==> config.mk <==
export PLATFORM = sky130hd
export DESIGN_NAME = pid_controller_ramp_limited
export DESIGN_NICKNAME = d
export VERILOG_FILES = /design/src/rtl/pidr_pkg.sv /design/src/rtl/pidr_regs.sv /design/src/rtl/pidr_mdu.sv /design/src/rtl/pid_controller_ramp_limited.sv
export SDC_FILE = /design/constraint.sdc
export NUM_CORES = 2
export LEC_CHECK = 0
export BUFFER_PORTS_ARGS = -buffer_cell sky130_fd_sc_hd__buf_4
export CORE_MARGIN = 1.5
export CORE_UTILIZATION = 50
export DETAILED_ROUTE_END_ITERATION = 8
export GPL_TIMING_DRIVEN = 0
export PLACE_DENSITY = 0.73
export SETUP_SLACK_MARGIN = 0.3
export SYNTH_ARGS = -nofsm -noshare
export SYNTH_HDL_FRONTEND = slang
export SYNTH_SLANG_ARGS = --single-unit
==> constraint.sdc <==
create_clock -name i_clk -period 9 [get_ports i_clk]
set_input_delay 0 -clock i_clk [delete_from_list [all_inputs] [get_ports i_clk]]
set_output_delay 0 -clock i_clk [all_outputs]
set_load 0.005 [all_outputs]
==> src/rtl/pidr_pkg.sv <==
// Package for the ramp-limited PID controller: config struct, register
// indexes, sequencer and arithmetic unit state types, constants. No dependencies.
`timescale 1ns / 1ps
`default_nettype none
package pidr_pkg;

    typedef struct packed {
        logic [30:0] gain_p;
        logic [30:0] gain_i;
        logic [30:0] gain_d;
        logic [30:0] output_limit;
        logic [30:0] ramp_rate;
    } t_cfg;

    typedef enum logic [2:0] {
        REG_GAIN_P       = 3'd0,
        REG_GAIN_I       = 3'd1,
        REG_GAIN_D       = 3'd2,
        REG_OUTPUT_LIMIT = 3'd3,
        REG_RAMP_RATE    = 3'd4
    } t_reg_idx;

    typedef enum logic [3:0] {
        ST_IDLE,
        ST_P,
        ST_T,
        ST_TI,
        ST_U,
        ST_D,
        ST_SUM,
        ST_S,
        ST_RAMP,
        ST_OUT
    } t_state;

    typedef enum logic [1:0] {
        MDU_IDLE,
        MDU_MUL,
        MDU_DIV
    } t_mdu_phase;

    localparam logic [30:0] GAIN_P_RESET = 31'd32768;
    localparam logic [30:0] LIMIT_RESET  = 31'h7FFF_FFFF;
    localparam logic [18:0] US_DEFAULT   = 19'd1000;
    localparam logic [31:0] US_MAX       = 32'd500000;
    localparam logic [31:0] US_PER_S     = 32'd1000000;
    localparam logic [31:0] TWO_US_PER_S = 32'd2000000;

endpackage
`default_nettype wire

==> src/rtl/pidr_regs.sv <==
// APB register file for the ramp-limited PID controller.
// Depends on pidr_pkg (t_cfg, register indexes, reset values).
`timescale 1ns / 1ps
`default_nettype none
module pidr_regs
    import pidr_pkg::*;
(
    input  wire logic        i_clk,
    input  wire logic        i_rst_n,
    input  wire logic        psel,
    input  wire logic        penable,
    input  wire logic        pwrite,
    input  wire logic [4:0]  paddr,
    input  wire logic [31:0] pwdata,
    output logic      [31:0] prdata,
    output t_cfg             o_cfg
);

    t_cfg r_cfg;
    t_cfg n_cfg;

    always_comb begin
        n_cfg = r_cfg;
        if (psel && penable && pwrite) begin
            case (t_reg_idx'(paddr[4:2]))
                REG_GAIN_P:       n_cfg.gain_p       = pwdata[30:0];
                REG_GAIN_I:       n_cfg.gain_i       = pwdata[30:0];
                REG_GAIN_D:       n_cfg.gain_d       = pwdata[30:0];
                REG_OUTPUT_LIMIT: n_cfg.output_limit = pwdata[30:0];
                REG_RAMP_RATE:    n_cfg.ramp_rate    = pwdata[30:0];
                default:          n_cfg = r_cfg;
            endcase
        end
    end

    always_ff @(posedge i_clk) begin
        if (!i_rst_n) begin
            r_cfg.gain_p       <= GAIN_P_RESET;
            r_cfg.gain_i       <= '0;
            r_cfg.gain_d       <= '0;
            r_cfg.output_limit <= LIMIT_RESET;
            r_cfg.ramp_rate    <= '0;
        end else begin
            r_cfg <= n_cfg;
        end
    end

    always_comb begin
        case (t_reg_idx'(paddr[4:2]))
            REG_GAIN_P:       prdata = {1'b0, r_cfg.gain_p};
            REG_GAIN_I:       prdata = {1'b0, r_cfg.gain_i};
            REG_GAIN_D:       prdata = {1'b0, r_cfg.gain_d};
            REG_OUTPUT_LIMIT: prdata = {1'b0, r_cfg.output_limit};
            REG_RAMP_RATE:    prdata = {1'b0, r_cfg.ramp_rate};
            default:          prdata = '0;
        endcase
    end

    assign o_cfg = r_cfg;

endmodule
`default_nettype wire

==> src/rtl/pidr_mdu.sv <==
// Shared multiply-divide unit: saturate(round(x * m / den)), sign of x,
// shift-add multiply then restoring divide, one bit a cycle. Depends on pidr_pkg.
`timescale 1ns / 1ps
`default_nettype none
module pidr_mdu
    import pidr_pkg::*;
#(
    parameter int W  = 32,
    parameter int XW = 33
) (
    input  wire logic                 i_clk,
    input  wire logic                 i_rst_n,
    input  wire logic                 i_start,
    input  wire logic signed [XW-1:0] i_x,
    input  wire logic        [31:0]   i_m,
    input  wire logic        [31:0]   i_den,
    output logic                      o_done,
    output logic signed      [W-1:0]  o_res
);

    localparam int PW = XW + 33;
    localparam int CW = $clog2(PW + 1);

    t_mdu_phase      r_ph, n_ph;
    logic [CW-1:0]   r_cnt, n_cnt;
    logic [PW-1:0]   r_acc, n_acc;
    logic [PW-1:0]   r_a, n_a;
    logic [31:0]     r_b, n_b;
    logic [31:0]     r_den, n_den;
    logic [31:0]     r_rem, n_rem;
    logic [W:0]      r_q, n_q;
    logic            r_ovf, n_ovf;
    logic            r_neg, n_neg;
    logic            r_done, n_done;

    logic [XW-1:0]   mag;
    logic [32:0]     rem_sh;
    logic [32:0]     rem_sub;
    logic            ge;

    assign mag     = i_x[XW-1] ? XW'(-i_x) : XW'(i_x);
    assign rem_sh  = {r_rem, r_acc[PW-1]};
    assign rem_sub = rem_sh - {1'b0, r_den};
    assign ge      = (rem_sh >= {1'b0, r_den});

    always_comb begin
        n_ph   = r_ph;
        n_cnt  = r_cnt;
        n_acc  = r_acc;
        n_a    = r_a;
        n_b    = r_b;
        n_den  = r_den;
        n_rem  = r_rem;
        n_q    = r_q;
        n_ovf  = r_ovf;
        n_neg  = r_neg;
        n_done = 1'b0;
        case (r_ph)
            MDU_IDLE: begin
                if (i_start) begin
                    n_acc = PW'(i_den >> 1);
                    n_a   = PW'(mag);
                    n_b   = i_m;
                    n_den = i_den;
                    n_neg = i_x[XW-1];
                    n_cnt = '0;
                    n_ph  = MDU_MUL;
                end
            end
            MDU_MUL: begin
                if (r_b[0]) begin
                    n_acc = r_acc + r_a;
                end
                n_a   = r_a << 1;
                n_b   = r_b >> 1;
                n_cnt = r_cnt + 1'b1;
                if (r_cnt == CW'(31)) begin
                    n_ph  = MDU_DIV;
                    n_cnt = '0;
                    n_rem = '0;
                    n_q   = '0;
                    n_ovf = 1'b0;
                end
            end
            MDU_DIV: begin
                n_rem = ge ? rem_sub[31:0] : rem_sh[31:0];
                n_acc = r_acc << 1;
                n_q   = {r_q[W-1:0], ge};
                n_ovf = r_ovf | r_q[W];
                n_cnt = r_cnt + 1'b1;
                if (r_cnt == CW'(PW - 1)) begin
                    n_ph   = MDU_IDLE;
                    n_done = 1'b1;
                end
            end
            default: n_ph = MDU_IDLE;
        endcase
    end

    always_ff @(posedge i_clk) begin
        if (!i_rst_n) begin
            r_ph   <= MDU_IDLE;
            r_done <= 1'b0;
        end else begin
            r_ph   <= n_ph;
            r_done <= n_done;
        end
        r_cnt <= n_cnt;
        r_acc <= n_acc;
        r_a   <= n_a;
        r_b   <= n_b;
        r_den <= n_den;
        r_rem <= n_rem;
        r_q   <= n_q;
        r_ovf <= n_ovf;
        r_neg <= n_neg;
    end

    logic big;
    assign big = r_ovf | r_q[W];

    always_comb begin
        if (r_neg) begin
            if (big || (r_q[W-1] && (|r_q[W-2:0]))) begin
                o_res = {1'b1, {(W-1){1'b0}}};
            end else begin
                o_res = W'(-r_q[W-1:0]);
            end
        end else begin
            if (big || r_q[W-1]) begin
                o_res = {1'b0, {(W-1){1'b1}}};
            end else begin
                o_res = W'(r_q[W-1:0]);
            end
        end
    end

    assign o_done = r_done;

endmodule
`default_nettype wire

==> src/rtl/pid_controller_ramp_limited.sv <==
// Channel  | Direction | Handshake          | Payload
// input    | in        | i_valid / o_ready  | i_error_sample, i_elapsed_us
// result   | out       | o_valid / i_ready  | o_drive_value
// config   | in        | APB psel / penable | paddr, pwdata, prdata
// Each item makes five passes through the shared bit-serial multiply-divide unit,
// or six with ramp limiting on, between acceptance and the return of o_ready.
// o_ready is high only in idle; a result waiting in the output register
// does not block the next item, only the delivery of the one after it.
// Synchronous active-low reset; no clearing pass.
// Depends on pidr_pkg, pidr_regs, pidr_mdu.
`timescale 1ns / 1ps
`default_nettype none
module pid_controller_ramp_limited
    import pidr_pkg::*;
#(
    parameter int DATA_WIDTH = 32,
    parameter int FRAC_BITS  = 16
) (
    input  wire logic               i_clk,
    input  wire logic               i_rst_n,
    input  wire logic               i_valid,
    output logic                    o_ready,
    input  wire logic signed [31:0] i_error_sample,
    input  wire logic        [31:0] i_elapsed_us,
    output logic                    o_valid,
    input  wire logic               i_ready,
    output logic signed      [31:0] o_drive_value,
    input  wire logic               psel,
    input  wire logic               penable,
    input  wire logic               pwrite,
    input  wire logic        [4:0]  paddr,
    input  wire logic        [31:0] pwdata,
    output logic             [31:0] prdata,
    output logic                    pready
);

    localparam int W   = DATA_WIDTH;
    localparam int XW  = (W + 1 > 20) ? W + 1 : 20;
    localparam int EW  = (W > 32) ? W : 32;
    localparam int LW  = (W > 31) ? W + 1 : 33;
    localparam logic [31:0] ONE = 32'(1 << FRAC_BITS);
    localparam logic signed [EW-1:0]  EMAX = $signed({{(EW - W + 1){1'b0}}, {(W - 1){1'b1}}});
    localparam logic signed [W+1:0]   SMAX = $signed({3'b000, {(W - 1){1'b1}}});
    localparam logic signed [W+1:0]   SMIN = ~SMAX;

    t_cfg cfg;

    pidr_regs u_regs (
        .i_clk   (i_clk),
        .i_rst_n (i_rst_n),
        .psel    (psel),
        .penable (penable),
        .pwrite  (pwrite),
        .paddr   (paddr),
        .pwdata  (pwdata),
        .prdata  (prdata),
        .o_cfg   (cfg)
    );

    assign pready = 1'b1;

    function automatic logic signed [W-1:0] f_sat(input logic signed [W+1:0] v);
        logic signed [W-1:0] r;
        if (v > SMAX) begin
            r = SMAX[W-1:0];
        end else if (v < SMIN) begin
            r = SMIN[W-1:0];
        end else begin
            r = v[W-1:0];
        end
        return r;
    endfunction

    function automatic logic signed [W-1:0] f_clamp(input logic signed [W-1:0] v,
                                                    input logic [30:0] lim);
        logic signed [LW-1:0] l;
        logic signed [LW-1:0] ve;
        logic signed [W-1:0]  r;
        l  = $signed(LW'(lim));
        ve = LW'(v);
        if (ve > l) begin
            r = l[W-1:0];
        end else if (ve < -l) begin
            r = W'(-l);
        end else begin
            r = v;
        end
        return r;
    endfunction

    t_state               r_state, n_state;
    logic                 r_go, n_go;
    logic signed [W-1:0]  r_e, n_e;
    logic        [18:0]   r_us, n_us;
    logic signed [W-1:0]  r_p, n_p;
    logic signed [W-1:0]  r_t, n_t;
    logic signed [W-1:0]  r_integ, n_integ;
    logic signed [W-1:0]  r_u, n_u;
    logic signed [W-1:0]  r_y, n_y;
    logic signed [W-1:0]  r_s, n_s;
    logic signed [W-1:0]  r_ie, n_ie;
    logic signed [W-1:0]  r_lo, n_lo;
    logic signed [W-1:0]  r_le, n_le;
    logic                 r_ovalid, n_ovalid;
    logic signed [31:0]   r_out, n_out;

    logic signed [XW-1:0] mdu_x;
    logic        [31:0]   mdu_m;
    logic        [31:0]   mdu_den;
    logic                 mdu_done;
    logic signed [W-1:0]  mdu_res;

    pidr_mdu #(
        .W  (W),
        .XW (XW)
    ) u_mdu (
        .i_clk   (i_clk),
        .i_rst_n (i_rst_n),
        .i_start (r_go),
        .i_x     (mdu_x),
        .i_m     (mdu_m),
        .i_den   (mdu_den),
        .o_done  (mdu_done),
        .o_res   (mdu_res)
    );

    logic signed [EW-1:0] e_ext;
    logic signed [W-1:0]  e_sat;
    logic signed [W+1:0]  sum_y;
    logic signed [W+1:0]  diff;
    logic signed [W+1:0]  s_ext;

    assign e_ext = EW'(i_error_sample);
    assign e_sat = (e_ext > EMAX) ? EMAX[W-1:0] :
                   (e_ext < ~EMAX) ? W'(~EMAX) : e_ext[W-1:0];
    assign sum_y = (W+2)'(r_p) + (W+2)'(r_integ) + (W+2)'(mdu_res);
    assign diff  = (W+2)'(r_y) - (W+2)'(r_lo);
    assign s_ext = (W+2)'(r_s);

    always_comb begin
        mdu_x   = XW'(r_e);
        mdu_m   = {1'b0, cfg.gain_p};
        mdu_den = ONE;
        case (r_state)
            ST_T: begin
                mdu_x = XW'(r_e) + XW'(r_le);
                mdu_m = {1'b0, cfg.gain_i};
            end
            ST_TI: begin
                mdu_x   = XW'(r_t);
                mdu_m   = 32'(r_us);
                mdu_den = TWO_US_PER_S;
            end
            ST_U: begin
                mdu_x = XW'(r_e) - XW'(r_le);
                mdu_m = {1'b0, cfg.gain_d};
            end
            ST_D: begin
                mdu_x   = XW'(r_u);
                mdu_m   = US_PER_S;
                mdu_den = 32'(r_us);
            end
            ST_S: begin
                mdu_x   = $signed(XW'(r_us));
                mdu_m   = {1'b0, cfg.ramp_rate};
                mdu_den = US_PER_S;
            end
            default: mdu_x = XW'(r_e);
        endcase
    end

    always_comb begin
        n_state  = r_state;
        n_go     = 1'b0;
        n_e      = r_e;
        n_us     = r_us;
        n_p      = r_p;
        n_t      = r_t;
        n_integ  = r_integ;
        n_u      = r_u;
        n_y      = r_y;
        n_s      = r_s;
        n_ie     = r_ie;
        n_lo     = r_lo;
        n_le     = r_le;
        n_out    = r_out;
        n_ovalid = r_ovalid && !i_ready;
        case (r_state)
            ST_IDLE: begin
                if (i_valid) begin
                    n_e  = e_sat;
                    n_us = (i_elapsed_us == '0 || i_elapsed_us > US_MAX) ?
                           US_DEFAULT : i_elapsed_us[18:0];
                    n_go    = 1'b1;
                    n_state = ST_P;
                end
            end
            ST_P: begin
                if (mdu_done) begin
                    n_p     = mdu_res;
                    n_go    = 1'b1;
                    n_state = ST_T;
                end
            end
            ST_T: begin
                if (mdu_done) begin
                    n_t     = mdu_res;
                    n_go    = 1'b1;
                    n_state = ST_TI;
                end
            end
            ST_TI: begin
                if (mdu_done) begin
                    n_integ = f_clamp(f_sat((W+2)'(r_ie) + (W+2)'(mdu_res)),
                                      cfg.output_limit);
                    n_go    = 1'b1;
                    n_state = ST_U;
                end
            end
            ST_U: begin
                if (mdu_done) begin
                    n_u     = mdu_res;
                    n_go    = 1'b1;
                    n_state = ST_D;
                end
            end
            ST_D: begin
                if (mdu_done) begin
                    n_y     = f_clamp(f_sat(sum_y), cfg.output_limit);
                    n_state = ST_SUM;
                end
            end
            ST_SUM: begin
                if (cfg.ramp_rate != '0) begin
                    n_go    = 1'b1;
                    n_state = ST_S;
                end else begin
                    n_state = ST_OUT;
                end
            end
            ST_S: begin
                if (mdu_done) begin
                    n_s     = mdu_res;
                    n_state = ST_RAMP;
                end
            end
            ST_RAMP: begin
                if (diff > s_ext) begin
                    n_y = f_sat((W+2)'(r_lo) + s_ext);
                end else if (diff < -s_ext) begin
                    n_y = f_sat((W+2)'(r_lo) - s_ext);
                end
                n_state = ST_OUT;
            end
            ST_OUT: begin
                if (!r_ovalid || i_ready) begin
                    n_out    = 32'(r_y);
                    n_ovalid = 1'b1;
                    n_ie     = r_integ;
                    n_lo     = r_y;
                    n_le     = r_e;
                    n_state  = ST_IDLE;
                end
            end
            default: n_state = ST_IDLE;
        endcase
    end

    always_ff @(posedge i_clk) begin
        if (!i_rst_n) begin
            r_state  <= ST_IDLE;
            r_go     <= 1'b0;
            r_ovalid <= 1'b0;
            r_ie     <= '0;
            r_lo     <= '0;
            r_le     <= '0;
        end else begin
            r_state  <= n_state;
            r_go     <= n_go;
            r_ovalid <= n_ovalid;
            r_ie     <= n_ie;
            r_lo     <= n_lo;
            r_le     <= n_le;
        end
        r_e     <= n_e;
        r_us    <= n_us;
        r_p     <= n_p;
        r_t     <= n_t;
        r_integ <= n_integ;
        r_u     <= n_u;
        r_y     <= n_y;
        r_s     <= n_s;
        r_out   <= n_out;
    end

    assign o_ready       = (r_state == ST_IDLE);
    assign o_valid       = r_ovalid;
    assign o_drive_value = r_out;

endmodule
`default_nettype wire

==> impl_metrics.env <==
export IMPL_vias=56600
export IMPL_dp_cells=8244
export IMPL_die_h_um=342
export IMPL_power_switching_mw=7.97
export IMPL_layout_common_cells="861 x nand2_1, 611 x a21oi_1, 533 x edfxtp_1"
export IMPL_ff2ff_path_depth=51
export IMPL_crit_type="reg2reg"
export IMPL_cts_buffers=90
export IMPL_cp_common_cell="buf_4"
export IMPL_max_clock_freq_ghz=0.104
export IMPL_port_buffers=136
export IMPL_area_growth_pct=23.7
export IMPL_cp_arrival_ns=10.06
export IMPL_wire_per_inst_um=27.0
export IMPL_postLayoutSetupSlackWorst_ns=-0.640
export IMPL_worst_setup_path_start_kind="flip-flop"
export IMPL_ys_seq_area_share_pct=36.8
export IMPL_cp_end_kind="flip-flop"
export IMPL_antenna_found_initial=15
export IMPL_synth_edf_count=533
export IMPL_core_sq_mm=0.114
export IMPL_p_sw_share_pct=42.5
export IMPL_synth_top_flop_cell="edfxtp_1"
export IMPL_grt_pass1_vias=52700
export IMPL_drt_vias_per_instance=6.43
export IMPL_clock_path_buffers=3
export IMPL_final_common_cell="nand2_1"
export IMPL_clock_sinks=793
export IMPL_synth_yosys_warnings=0
export IMPL_ys_types=105
export IMPL_p_int_mw=10.8
export IMPL_hp_start="i_error_sample[14]"
export IMPL_synth_area_sq_mm=0.0576
export IMPL_cap_viol_max_count=0
export IMPL_leakagePower_nw=27.1
export IMPL_ys_seq_elements=793
export IMPL_relSlewSlack_pct=8.29
export IMPL_fin_area_sq_mm=0.0713
export IMPL_layout_drive_gt1_share_pct=15.3
export IMPL_detail_route_antenna_nets=0
export IMPL_synthArstFlopShare_pct=0
export IMPL_die_w_um=342
export IMPL_min_to="r_e[14]"
export IMPL_slowest_stage="fa_1"
export IMPL_seqPwrFrac_pct=25.9
export IMPL_violations="DRC, setup timing"
export IMPL_grt_max_degree=67
export IMPL_io_pins=175
export IMPL_track_usage_pct=39.0
export IMPL_drc=3
export IMPL_setup_viol=64
export IMPL_crit_buf_inv=20
export IMPL_hold_worst_slack_ns=0.0284
export IMPL_peakVddDrop_v=0.000239
export IMPL_hold_path_class="in2reg"
export IMPL_syn_area_per_cell_sq_um=8.75
export IMPL_dp_hpwl_mm=176
export IMPL_path_clk_slew_ns=0.06
export IMPL_finalHoldViolations=0
export IMPL_critPathTopFamily="simple AND/OR/NAND/NOR gates"
export IMPL_drt_initial_drc_count=7440
export IMPL_r2r_setup_slack_ns=-0.64
export IMPL_final_cell_count_no_fill=8800
export IMPL_regToRegStartpoint="u_mdu.r_q[2]"
export IMPL_comb_power_share_pct=52.6
export IMPL_status="finished with violations"
export IMPL_synth_cells=6585
export IMPL_placed_area_sq_mm=0.0610
export IMPL_layout_min_cycle_time_ns=9.64
export IMPL_p_clk_share_pct=21.4
export IMPL_initial_core_util_pct=50.4
export IMPL_clockRootBuffer="clkbuf_16"
export IMPL_slowest_delay_ns=0.48
export IMPL_cts_tree="yes"
export IMPL_hold_depth=2
export IMPL_htreeDepth=3
export IMPL_finalCritPeriodShare_pct=107
export IMPL_rsz0062_at_grt="yes"
export IMPL_routed_wl_mm=238
export IMPL_dr_pass1_iters=9
export IMPL_cp_required_ns=9.42
export IMPL_r2r_end="r_y[2]"
export IMPL_drv_slew=0
export IMPL_place_gp_congestion=1.04
export IMPL_worst_slew_pin_slew_ns=1.37
export IMPL_grt_pass1_wl_mm=341
export IMPL_dp_slack_ns=-4.14
export IMPL_die_area_sq_mm=0.117
export IMPL_grt_overflow_total=0
export IMPL_synth_fp_nets=7213
export IMPL_crit_path_max_fanout=7
export IMPL_skew_ns=0.0720
export IMPL_core_rowCount=124
export IMPL_power_density_mw_per_mm2=263
export IMPL_clock_latency_ns=0.74
export IMPL_fin_nets=7827
==> timing repair <==
item,CTS,global route
cloned,11,4
hold buffers,121,0
pin swaps,149,109
gates resized for setup,551,225
setup buffers,176,63
hold endpoints to repair,212,0
endpoints found under the setup margin,64,64
==> kinds of logic (layout without fill, tap and decap cells) <==
group / Yosys count / in the layout / share of synthesized area [%]
and+or+nand+nor: 2089 / 2089 / 17.1
AOI/OAI and AO/OA: 2029 / 2029 / 22.7
DFF: 793 / 793 / 36.8
buffers and inverters: 733 / 1424 / 4.87
adders and majority gates: 523 / 523 / 11.9
xor gates and xnor gates: 339 / 339 / 5.15
muxes: 77 / 77 / 1.47
other: 2 / 14 / 0.0130
==> state kept, by name, indices dropped and copies added, names as in the netlist, 33 cells and up <==
name          flops
u_regs.o_cfg    155
u_mdu.r_q        33
u_mdu.r_acc      66
u_mdu.r_a        66
==> Yosys cell counts, types with 28 or more instances <==
| master | count | share of area (%) |
|---|---|---|
| a21o_1 | 156 | 2.0 |
| a31oi_1 | 60 | 0.65 |
| o21a_1 | 83 | 1.1 |
| nand4_1 | 74 | 0.80 |
| fa_1 | 40 | 1.4 |
| nor2_1 | 370 | 2.4 |
| a211oi_1 | 45 | 0.59 |
| mux2i_1 | 28 | 0.49 |
| nand3_1 | 103 | 0.89 |
| mux2_2 | 47 | 0.92 |
| o21ai_0 | 361 | 3.1 |
| and3_1 | 36 | 0.39 |
| xnor2_1 | 249 | 3.8 |
| o31ai_1 | 42 | 0.55 |
| a222oi_1 | 41 | 0.71 |
| nand2b_1 | 71 | 0.77 |
| ha_1 | 480 | 10 |
| nand2_1 | 884 | 5.8 |
| a21oi_1 | 665 | 5.8 |
| nor3_1 | 126 | 1.1 |
| o211ai_1 | 60 | 0.78 |
| clkbuf_1 | 313 | 2.0 |
| and2_1 | 130 | 1.4 |
| nor2b_1 | 99 | 1.1 |
| a22oi_1 | 127 | 1.7 |
| nor4_1 | 54 | 0.59 |
| or3_1 | 49 | 0.53 |
| xor2_1 | 90 | 1.4 |
| o22ai_1 | 43 | 0.47 |
| edfxtp_1 | 533 | 28 |
| dfxtp_1 | 260 | 9.0 |
| inv_1 | 376 | 2.4 |
| o21bai_1 | 57 | 0.74 |
==> power groups by stage <==
stage | Combinational (mW) | Sequential (mW) | Clock [mW]
6_report | 9.88 | 4.87 | 4.02
3_3_place_gp | 7.17 | 4.96 | 0
3_5_place_dp | 7.32 | 4.92 | 0
4_1_cts | 8.88 | 4.85 | 4.02
2_1_floorplan | 4.88 | 4.79 | 0
5_1_grt | 10.4 | 4.89 | 4.16
==> metrics by stage <==
stage          power (mW)  utilization, %  TNS, ns
6_report             18.8            62.4   -28.91
5_1_grt              19.5            62.3   -39.01
4_1_cts              17.7            60.8    -7.18
3_5_place_dp         12.2            53.4  -194.17
3_3_place_gp         12.1            53.2  -191.31
2_1_floorplan        9.67               -        0
==> final cells by class <==
| cell class | instances | area (sq um) |
|---|---|---|
| clock inverter | 56 | 732 |
| antenna | 12 | 30.0 |
| multi-input combinational | 5059 | 36800 |
| clock buffer | 113 | 2480 |
| sequential | 793 | 21200 |
| tap | 1512 | 1890 |
| fill | 9546 | 43000 |
| inverter | 378 | 1430 |
| buffer | 355 | 1950 |
| timing repair buffer | 522 | 4750 |
==> worst max path at each step <==
stage                             start          end  slack, ns  depth (start not counted)
after floorplan            u_mdu.r_q[2]      r_y[14]       0.30                         40
after global placement    u_mdu.r_q[15]  r_integ[21]      -4.12                         39
after detailed placement  u_mdu.r_q[15]  r_integ[21]      -4.14                         38
after CTS                 u_mdu.r_q[12]       r_y[2]      -0.32                         41
after global routing       u_mdu.r_q[2]       r_y[2]      -0.82                         43
final                      u_mdu.r_q[2]       r_y[2]      -0.64                         51
==> layer usage <==
| layer | up-vias | track usage [%] | part of all wire [%] |
|---|---|---|---|
| met5 | - | 0 | 0.023 |
| met4 | 10 | 20.4 | 6.2 |
| met3 | 735 | 11.2 | 12 |
| met2 | 3469 | 56.5 | 42 |
| met1 | 27100 | 52.6 | 40 |
| li1 | 25300 | - | - |
Power figures use the tool's default switching activity.
